$ cat src/design/pfa_pkg.sv
// pfa_pkg: shared constants, token and state types for the page frame allocator.
// No dependencies.
package pfa_pkg;

  localparam int unsigned NUM_PAGES = 64;
  localparam int unsigned CNT_W     = $clog2(NUM_PAGES + 1);
  localparam int unsigned PID_W     = 8;
  localparam int unsigned BLK_W     = 16;
  localparam int unsigned PS_W      = 11;
  localparam int unsigned OUT_W     = 7;

  typedef enum logic [1:0] {
    OP_COUNT,
    OP_CLAIM,
    OP_FREE
  } pfa_op_e;

  typedef enum logic [2:0] {
    ST_IDLE,
    ST_DIV,
    ST_COUNT,
    ST_CLAIM,
    ST_FREE
  } pfa_state_e;

  // item walking down the page chain
  typedef struct packed {
    logic             vld;
    pfa_op_e          op;
    logic [PID_W-1:0] pid;
    logic [CNT_W-1:0] cnt;
  } pfa_tok_t;

endpackage

$ cat src/design/pfa_cell.sv
// pfa_cell: one page of the chain; holds used bit and owner, applies the passing token.
// Depends on pfa_pkg.
module pfa_cell import pfa_pkg::*; (
  input  logic     clk_i,
  input  logic     rst_ni,
  input  pfa_tok_t tok_i,
  output pfa_tok_t tok_o
);

  logic             used_q, used_d;
  logic [PID_W-1:0] owner_q;
  logic             own_we;
  pfa_tok_t         tok_q, tok_d;

  always_comb begin
    tok_d  = tok_i;
    used_d = used_q;
    own_we = 1'b0;
    if (tok_i.vld) begin
      case (tok_i.op)
        OP_COUNT: begin
          if (!used_q) tok_d.cnt = tok_i.cnt + CNT_W'(1);
        end
        OP_CLAIM: begin
          if (!used_q && (tok_i.cnt != '0)) begin
            used_d    = 1'b1;
            own_we    = 1'b1;
            tok_d.cnt = tok_i.cnt - CNT_W'(1);
          end
        end
        OP_FREE: begin
          if (used_q && (owner_q == tok_i.pid)) begin
            used_d    = 1'b0;
            tok_d.cnt = tok_i.cnt + CNT_W'(1);
          end
        end
        default: ;
      endcase
    end
  end

  always_ff @(posedge clk_i or negedge rst_ni) begin
    if (!rst_ni) begin
      used_q <= 1'b0;
      tok_q  <= '0;
    end else begin
      used_q <= used_d;
      tok_q  <= tok_d;
    end
  end

  always_ff @(posedge clk_i) begin
    if (own_we) owner_q <= tok_i.pid;
  end

  assign tok_o = tok_q;

endmodule

$ cat src/design/pfa_div.sv
// pfa_div: restoring divider, one quotient bit per cycle; returns ceil(dividend / divisor).
// Depends on pfa_pkg.
module pfa_div import pfa_pkg::*; (
  input  logic             clk_i,
  input  logic             rst_ni,
  input  logic             start_i,
  input  logic [BLK_W-1:0] dividend_i,
  input  logic [PS_W-1:0]  divisor_i,
  output logic             done_o,
  output logic [BLK_W-1:0] need_o
);

  localparam int unsigned STEP_W = $clog2(BLK_W);

  logic              run_q, run_d;
  logic              done_q, done_d;
  logic [STEP_W-1:0] step_q, step_d;
  logic [PS_W-1:0]   dvs_q, rem_q, rem_d;
  logic [BLK_W-1:0]  quo_q, quo_d;
  logic [PS_W:0]     trial;

  // trial stays below twice the divisor, so it fits PS_W+1 bits
  assign trial = {rem_q, quo_q[BLK_W-1]};

  always_comb begin
    run_d  = run_q;
    done_d = 1'b0;
    step_d = step_q;
    rem_d  = rem_q;
    quo_d  = quo_q;
    if (start_i) begin
      run_d  = 1'b1;
      step_d = '0;
      rem_d  = '0;
      quo_d  = dividend_i;
    end else if (run_q) begin
      if (trial >= {1'b0, dvs_q}) begin
        rem_d = PS_W'(trial - {1'b0, dvs_q});
        quo_d = {quo_q[BLK_W-2:0], 1'b1};
      end else begin
        rem_d = trial[PS_W-1:0];
        quo_d = {quo_q[BLK_W-2:0], 1'b0};
      end
      step_d = step_q + STEP_W'(1);
      if (step_q == STEP_W'(BLK_W - 1)) begin
        run_d  = 1'b0;
        done_d = 1'b1;
      end
    end
  end

  always_ff @(posedge clk_i or negedge rst_ni) begin
    if (!rst_ni) begin
      run_q  <= 1'b0;
      done_q <= 1'b0;
    end else begin
      run_q  <= run_d;
      done_q <= done_d;
    end
  end

  always_ff @(posedge clk_i) begin
    step_q <= step_d;
    rem_q  <= rem_d;
    quo_q  <= quo_d;
    if (start_i) dvs_q <= (divisor_i == '0) ? PS_W'(1) : divisor_i;
  end

  // ceiling: round up on a nonzero remainder; cannot wrap (divisor 1 leaves no remainder)
  assign done_o = done_q;
  assign need_o = quo_q + BLK_W'(rem_q != '0);

endmodule

$ cat src/design/page_frame_allocator.sv
// page_frame_allocator: top level; request control, divider and the chain of page cells.
// Depends on pfa_pkg, pfa_div, pfa_cell.
// Unload sends a free token down the chain. Load runs the divide, then a count pass, then a
// claim pass; it ends after the divide on a zero need and after the count pass when refused.
// One item at a time; next start taken as the result shows; receiver cannot stall.
// Reset: pages free.
module page_frame_allocator import pfa_pkg::*; (
  input  logic             clk_i,
  input  logic             rst_ni,
  // request channel
  input  logic             start,
  output logic             busy,
  input  logic             mode_i,
  input  logic [PID_W-1:0] pid_i,
  input  logic [BLK_W-1:0] block_count_i,
  // page size register write
  input  logic             cfg_valid_i,
  output logic             cfg_ready_o,
  input  logic [PS_W-1:0]  cfg_data_i,
  // result
  output logic             done_o,
  output logic             ok_o,
  output logic [OUT_W-1:0] pages_changed_o,
  output logic [OUT_W-1:0] pages_in_use_o
);

  pfa_state_e       state_q, state_d;
  logic [PS_W-1:0]  page_size_q;
  logic [PID_W-1:0] pid_q;
  logic [BLK_W-1:0] need_q;
  logic [CNT_W-1:0] total_q, total_d;
  logic             done_q, ok_q, ok_d, res_we;
  logic [CNT_W-1:0] chg_q, chg_d;

  logic             accept;
  logic             div_done;
  logic [BLK_W-1:0] div_need;

  pfa_tok_t         tok [NUM_PAGES+1];
  pfa_tok_t         head;
  pfa_tok_t         tail;
  logic [NUM_PAGES-1:0] tok_vld;

  assign accept      = start && !busy;
  assign busy        = (state_q != ST_IDLE);
  assign cfg_ready_o = 1'b1;
  assign tok[0]      = head;
  assign tail        = tok[NUM_PAGES];

  // ceil(block_count / page_size), page size 0 handled as 1 inside
  pfa_div u_div (
    .clk_i      (clk_i),
    .rst_ni     (rst_ni),
    .start_i    (accept && !mode_i),
    .dividend_i (block_count_i),
    .divisor_i  (page_size_q),
    .done_o     (div_done),
    .need_o     (div_need)
  );

  // page chain: cell i holds page i; a token visits pages in ascending order
  for (genvar g = 0; g < NUM_PAGES; g++) begin : g_cell
    pfa_cell u_cell (
      .clk_i  (clk_i),
      .rst_ni (rst_ni),
      .tok_i  (tok[g]),
      .tok_o  (tok[g+1])
    );
    assign tok_vld[g] = tok[g+1].vld;
  end

  // next state
  always_comb begin
    state_d = state_q;
    case (state_q)
      ST_IDLE: begin
        if (accept) state_d = mode_i ? ST_FREE : ST_DIV;
      end
      ST_DIV: begin
        if (div_done) state_d = (div_need == '0) ? ST_IDLE : ST_COUNT;
      end
      ST_COUNT: begin
        if (tail.vld) state_d = (need_q > BLK_W'(tail.cnt)) ? ST_IDLE : ST_CLAIM;
      end
      ST_CLAIM, ST_FREE: begin
        if (tail.vld) state_d = ST_IDLE;
      end
      default: state_d = ST_IDLE;
    endcase
  end

  // token injection, result and in-use total
  always_comb begin
    head    = '{vld: 1'b0, op: OP_COUNT, pid: pid_q, cnt: '0};
    res_we  = 1'b0;
    ok_d    = 1'b0;
    chg_d   = '0;
    total_d = total_q;
    case (state_q)
      ST_IDLE: begin
        // unload goes straight down the chain
        if (accept && mode_i) head = '{vld: 1'b1, op: OP_FREE, pid: pid_i, cnt: '0};
      end
      ST_DIV: begin
        if (div_done) begin
          if (div_need == '0) begin
            res_we = 1'b1;
            ok_d   = 1'b1;
          end else begin
            head = '{vld: 1'b1, op: OP_COUNT, pid: pid_q, cnt: '0};
          end
        end
      end
      ST_COUNT: begin
        if (tail.vld) begin
          if (need_q > BLK_W'(tail.cnt)) begin
            res_we = 1'b1; // refused, nothing changes
          end else begin
            // need fits the count width here since it is at most the free count
            head = '{vld: 1'b1, op: OP_CLAIM, pid: pid_q, cnt: CNT_W'(need_q)};
          end
        end
      end
      ST_CLAIM: begin
        if (tail.vld) begin
          res_we  = 1'b1;
          ok_d    = 1'b1;
          chg_d   = CNT_W'(need_q);
          total_d = total_q + CNT_W'(need_q);
        end
      end
      ST_FREE: begin
        if (tail.vld) begin
          res_we  = 1'b1;
          ok_d    = (tail.cnt != '0);
          chg_d   = tail.cnt;
          total_d = total_q - tail.cnt;
        end
      end
      default: ;
    endcase
  end

  always_ff @(posedge clk_i or negedge rst_ni) begin
    if (!rst_ni) begin
      state_q     <= ST_IDLE;
      page_size_q <= PS_W'(4);
      total_q     <= '0;
      done_q      <= 1'b0;
    end else begin
      state_q <= state_d;
      total_q <= total_d;
      done_q  <= res_we;
      if (cfg_valid_i && cfg_ready_o) page_size_q <= cfg_data_i;
    end
  end

  always_ff @(posedge clk_i) begin
    if (accept) pid_q <= pid_i;
    if (state_q == ST_DIV && div_done) need_q <= div_need;
    if (res_we) begin
      ok_q  <= ok_d;
      chg_q <= chg_d;
    end
  end

  // counts are reported modulo 2^7
  assign done_o          = done_q;
  assign ok_o            = ok_q;
  assign pages_changed_o = OUT_W'(chg_q);
  assign pages_in_use_o  = OUT_W'(total_q);

  // result strobe only appears once the request has fully retired
  a_done_idle: assert property (@(posedge clk_i) disable iff (!rst_ni)
    done_o |-> !busy)
    else $error("result shown while a request is still in flight");

  // never more pages in use than exist
  a_total_range: assert property (@(posedge clk_i) disable iff (!rst_ni)
    total_q <= CNT_W'(NUM_PAGES))
    else $error("in-use total exceeds page count");

  // at most one token travels the chain
  a_one_token: assert property (@(posedge clk_i) disable iff (!rst_ni)
    $onehot0(tok_vld))
    else $error("more than one token in the page chain");

  // a token leaves the chain only while a pass is outstanding
  a_tail_state: assert property (@(posedge clk_i) disable iff (!rst_ni)
    tail.vld |-> (state_q == ST_COUNT || state_q == ST_CLAIM || state_q == ST_FREE))
    else $error("token left the chain with no pass pending");

endmodule
$ cat config.mk
export PLATFORM = sky130hd
export DESIGN_NAME = page_frame_allocator
export DESIGN_NICKNAME = d
export VERILOG_FILES = /design/src/design/pfa_pkg.sv /design/src/design/pfa_cell.sv /design/src/design/pfa_div.sv /design/src/design/page_frame_allocator.sv
export SDC_FILE = /design/constraint.sdc
export NUM_CORES = 2
export LEC_CHECK = 0
export BUFFER_PORTS_ARGS = -buffer_cell sky130_fd_sc_hd__buf_2
export CORE_MARGIN = 2
export CORE_UTILIZATION = 40
export DETAILED_ROUTE_END_ITERATION = 12
export GPL_ROUTABILITY_DRIVEN = 0
export SLEW_MARGIN = 20
export SYNTH_ARGS = -nofsm -noshare
export SYNTH_HDL_FRONTEND = slang
export SYNTH_HIERARCHICAL = 1
export SYNTH_SLANG_ARGS = --single-unit
$ cat constraint.sdc
create_clock -name clk_i -period 5.15 [get_ports clk_i]
set_clock_uncertainty 0.05 [all_clocks]
set_input_delay 1.2875 -clock clk_i [delete_from_list [all_inputs] [get_ports clk_i]]
set_output_delay 1.2875 -clock clk_i [all_outputs]
set_load 0.01 [all_outputs]
== Yosys cells after proc, flatten, opt, wreduce, memory -nomap -nowiden ==
Cells that the tools add are included.

* Add/subtract/negate cells: 133
* Shift-type cells: 0
* $lt $le $gt $ge: 2
* $mul: 0
* Reduce and logical (&&, ||, !) cells: 465
* Eq/ne operators: 331
* Div/mod/pow operators: 0
* Bitwise gates (word level): 0
* Mux-type cells: 742

{| class="wikitable"
|+ Operator list
! kind !! number
|-
| 7-bit 2-to-1 mux || 260
|-
| 7-bit one-hot mux with 3 select lines || 64
|-
| 8-bit == test || 64
|-
| 7-bit nonzero test || 65
|-
| 7-bit by 1-bit adder with 7-bit output (second input constant) || 64
|-
| 7-bit by 1-bit subtractor with 7-bit output (second input constant) || 64
|-
| 1-bit 2-to-1 mux || 333
|-
| 2-bit by 1-bit inequality test with 1-bit output (second input constant) || 133
|-
| 4-bit AND reduction || 65
|-
| 1-bit logical AND || 132
|-
| 2-bit nonzero test || 66
|-
| 2-bit by 1-bit == test with 1-bit output (second input constant) || 64
|-
| 2-bit == test (second input constant) || 64
|-
| 2-bit logical NOT || 64
|-
| 1-bit one-hot mux with 2 select lines || 64
|-
| 18-bit 2-to-1 mux || 5
|-
| 1-bit logical NOT || 66
|-
| 18-bit one-hot mux with 3 select lines || 1
|-
| 16-bit 2-to-1 mux || 2
|-
| 7-bit one-hot mux with 2 select lines || 2
|-
| 16-bit by 1-bit adder with 16-bit output || 1
|-
| 16-bit by 7-bit > comparator with 1-bit output || 1
|-
| 16-bit logical NOT || 1
|-
| 3-bit 2-to-1 mux || 5
|-
| 20 further kinds || 23
|}

* Output and inout bits: 18
* Bits in writable memories: 0
* Memory bits (read-only): 0
* Bits in latches: 0
* Bits in registers: 1816
* Input bits: 40
* Memories kept: 0
* Logic and storage cells: 2069

== Longest topological paths before layout ==
* Depth after elaboration: 11
* Depth in mapped cells: 16

== Modules after synthesis ==
Netlist, hierarchy kept.

{| class="wikitable"
|+ By module, submodules not included
! module !! instances !! area each (um^2) !! cells each
|-
| pfa_cell at g_cell[0].u_cell ... || 52 || 1567.8 || 149
|-
| pfa_cell at g_cell[61].u_cell ... || 7 || 1546.5 || 148
|-
| pfa_cell at g_cell[57].u_cell ... || 5 || 1544.0 || 155
|-
| page_frame_allocator || 1 || 2880.3 || 260
|-
| pfa_div || 1 || 2728.9 || 274
|}

== Least setup slack after synthesis ==
Ideal clock, no wire load.

* Path kind: input -> register
* Start point: in start
* End point: reg u_div.quo_q[0] (enable)
* Slack: 1.402 ns
* Path buffers: 2
* Arrival: 3.335 ns
* Stages: 6
* Data required time: 4.736 ns
* Cell sequence: and2_1 -> nor2b_1 -> clkbuf_1 -> buf_1 -> nor2_1 -> inv_1

* Cells in the longest elaborated chain, start to end: 3

{| class="wikitable"
|+ RTL lines
! item !! RTL line !! source
|-
| start: declaration || page_frame_allocator.sv:11 || <nowiki>input logic start,</nowiki>
|-
| 1-bit logical AND || page_frame_allocator.sv:44 || <nowiki>assign accept = start && !busy;</nowiki>
|-
| 1-bit logical AND || page_frame_allocator.sv:54 || <nowiki>.start_i (accept && !mode_i),</nowiki>
|-
| 2-bit nonzero test (no source line) || - ||
|-
| end signal: assignment || pfa_div.sv:65 || <nowiki>quo_q <= quo_d;</nowiki>
|-
| end: declaration || pfa_div.sv:19 || <nowiki>logic [BLK_W-1:0] quo_q, quo_d;</nowiki>
|}

Every way passes these cells.
A chain may end at the register's enable or synchronous reset.

==> summary.md <==
| Metric | Value |
|---|---|
| Status | `finished, final reports clean` |
| Die X | `517.4 µm` |
| F_max | `0.2477 GHz` |
| Peak VDD IR | `0.0003929 V` |
| Yosys warnings | `6` |
| Worst-Skew Late Latency | `0.84 ns` |
| Mapped Area | `0.1054 mm²` |
| DP Worst Slack | `0.8577 ns` |
| Actual slew at the worst max-slew pin | `0.9316 ns` |
| WL met1 | `112.3 mm` |
| Clock root buffer | `clkbuf_16` |
| Final WL | `247.3 mm` |
| Final Total Pwr | `0.04469 W` |
| Vias/cell | `5.912` |
| Setup violations, final | `0` |
| Post-route cell area | `0.1143 mm²` |
| CP Max Fanout | `8` |
| Hold/Removal Path Class | `flip-flop to flip-flop` |
| First-pass GRT wire length | `410.3 mm` |
| Largest net degree at the start of global routing | `143` |
| Final Hold Vio Count | `0` |
| Setup TNS | `0 ns` |
| Met2 WL | `118.3 mm` |
| Number of buffers added on ports | `56` |
| Vias in the first global route | `77,260` |
| Hold_ws | `0.3296 ns` |
| Initial antenna violation count | `3` |
| Die area | `0.2677 mm²` |
| Grt total ovfl | `0` |
| Highest routed layer | `met5` |
| Row count | `188` |
| Final net count | `10,140` |
| TritonCTS clock tree | `yes` |
| Synthesized Nets | `10,350` |
| Max-slew violations | `0` |
| Leakage power | `45.48 nW` |
| Post-placement cell area | `0.1073 mm²` |
| First drt pass iteration count | `6` |
| Initial DRC Count | `7,374` |
| Post-route ant nets | `0` |
| Final period utilization | `78.39%` |
| Pwr/cell area | `391.0 mW/mm²` |
| Die Y | `517.4 µm` |
| Clk buf depth | `3` |
| Critical path launch point type | `flip-flop` |
| Critical path endpoint category | `flip-flop` |
| Clk slew on worst S/H paths | `0.06 ns` |
| Core Region | `0.2623 mm²` |
| DP HPWL | `170.8 mm` |
| Final worst slack | `1.113 ns` |
| Hold buffers post-CTS | `0` |
| Share of cells above drive strength 1 | `10.68%` |
| # clock sinks | `1,816` |
| Top Ports | `58` |
| CP Data Arrival Time | `4.46 ns` |
| Cells after Synth | `10,080` |
| DR vias | `80,210` |
| Max_slew headroom | `37.89%` |
| Starting density of the core | `40.20%` |
| Syn avg cell area | `10.46 µm²` |
| FF-to-FF setup slack | `1.11 ns` |
| RSZ-0062 raised after global routing | `false` |
| Class of the most critical setup path | `flip-flop to flip-flop` |
| Residual DRC | `0` |
| MaxCap Viol Count | `0` |
| Gr usage total | `18.05%` |
| CTS resizes | `0` |
| # H-tree levels | `4` |
| Area added between synthesis and finish | `8.427%` |
| Critical Path RT | `5.58 ns` |
| DR WL/cell | `18.23 µm` |
| Metal3 WL | `11.87 mm` |
| Num CTS Buffers | `194` |
| Post-CTS Setup Inserts | `0` |
| Fin crit period | `4.037 ns` |
==> power by group <==
group          leakage (nW)  switching (W)  internal, W  total [W]
Clock                  3.42        0.00601      0.00911     0.0151
Combinational          21.1        0.00525      0.00441    0.00966
Sequential             20.9        0.00307       0.0168     0.0199
Total                  45.5         0.0143       0.0304     0.0447
==> through the flow <==
stage,util (%),cells
6_report,43.58,13570
2_1_floorplan,-,10080
3_5_place_dp,40.90,13200
5_1_grt,43.58,13570
4_1_cts,43.58,13570
3_3_place_gp,40.90,13200
==> path summary, 6_finish.rpt <==
kind	cells past startpoint	from	endpoint
worst max-delay path	11	need_q[5]	g_cell[0].u_cell/owner_q[0]
worst min-delay path	0	g_cell[61].u_cell/tok_o[10]	g_cell[62].u_cell/tok_o[10]
worst max register to register	11	need_q[5]	g_cell[0].u_cell/owner_q[0]
worst min register to register	0	g_cell[61].u_cell/tok_o[10]	g_cell[62].u_cell/tok_o[10]
max in group asynchronous	3	rst_ni	g_cell[41].u_cell/tok_o[4]
min in group asynchronous	1	rst_ni	g_cell[61].u_cell/tok_o[1]
==> cell type report <==
class | count | area [µm²]
Multi-Input combinational cell | 7461 | 52820
Clock buffer | 247 | 5370
Fill cell | 24310 | 148000
Clock inverter | 122 | 1672
Tap cell | 3515 | 4398
Timing Repair Buffer | 80 | 600.6
Sequential cell | 1816 | 48230
Antenna cell | 1 | 2.502
Inverter | 325 | 1220
==> metal layers <==
layer	up-vias	track usage, %
li1	37830	-
met1	39580	25.13
met2	2418	29.66
met3	385	2.303
met4	2	4.604
met5	-	0
==> registers in the layout, indices dropped and copies added (netlist names) <==
register / cells
g_cell.u_cell/owner_q: 512
u_div/step_q: 4
done_o: 1
u_div/dvs_q: 11
u_div/done_o: 1
g_cell.u_cell/used_q: 64
pages_changed_o: 7
ok_o: 1
pid_q: 8
state_q: 3
page_size_q: 11
g_cell.u_cell/tok_o: 1142
u_div/run_q: 1
u_div/quo_q: 16
u_div/rem_q: 11
pages_in_use_o: 7
need_q: 16
==> worst max-delay path, stage by stage, from the launching register on <==
cell,delay (ns)
edfxtp_1,0.46
ha_1,0.35
a21oi_1,0.16
nor2b_1,0.06
o32a_1,0.34
or3_4,0.44
nor3_1,0.44
inv_1,0.18
ha_1,0.23
or3b_2,0.22
o21ai_2,0.13
nor2_1,0.60
==> cells in the final DEF, fill, tap and decap left out, drive strengths merged, types with 117 or more instances in the layout <==
master,count
inv,344
a21oi,467
nor2,663
a41o,161
and3,201
ha,220
nor2b,203
xor2,369
nand2,430
nand2b,212
nand3b,161
mux2i,237
o21ai,404
o22ai,117
nor4,359
edfxtp,571
or2b,161
nand4,145
or3,180
xnor2,239
nor3,327
nor3b,128
a41oi,134
dfrtp,1229
clkbuf,247
nand3,291
No activity file was read; power rests on OpenSTA's default activity.
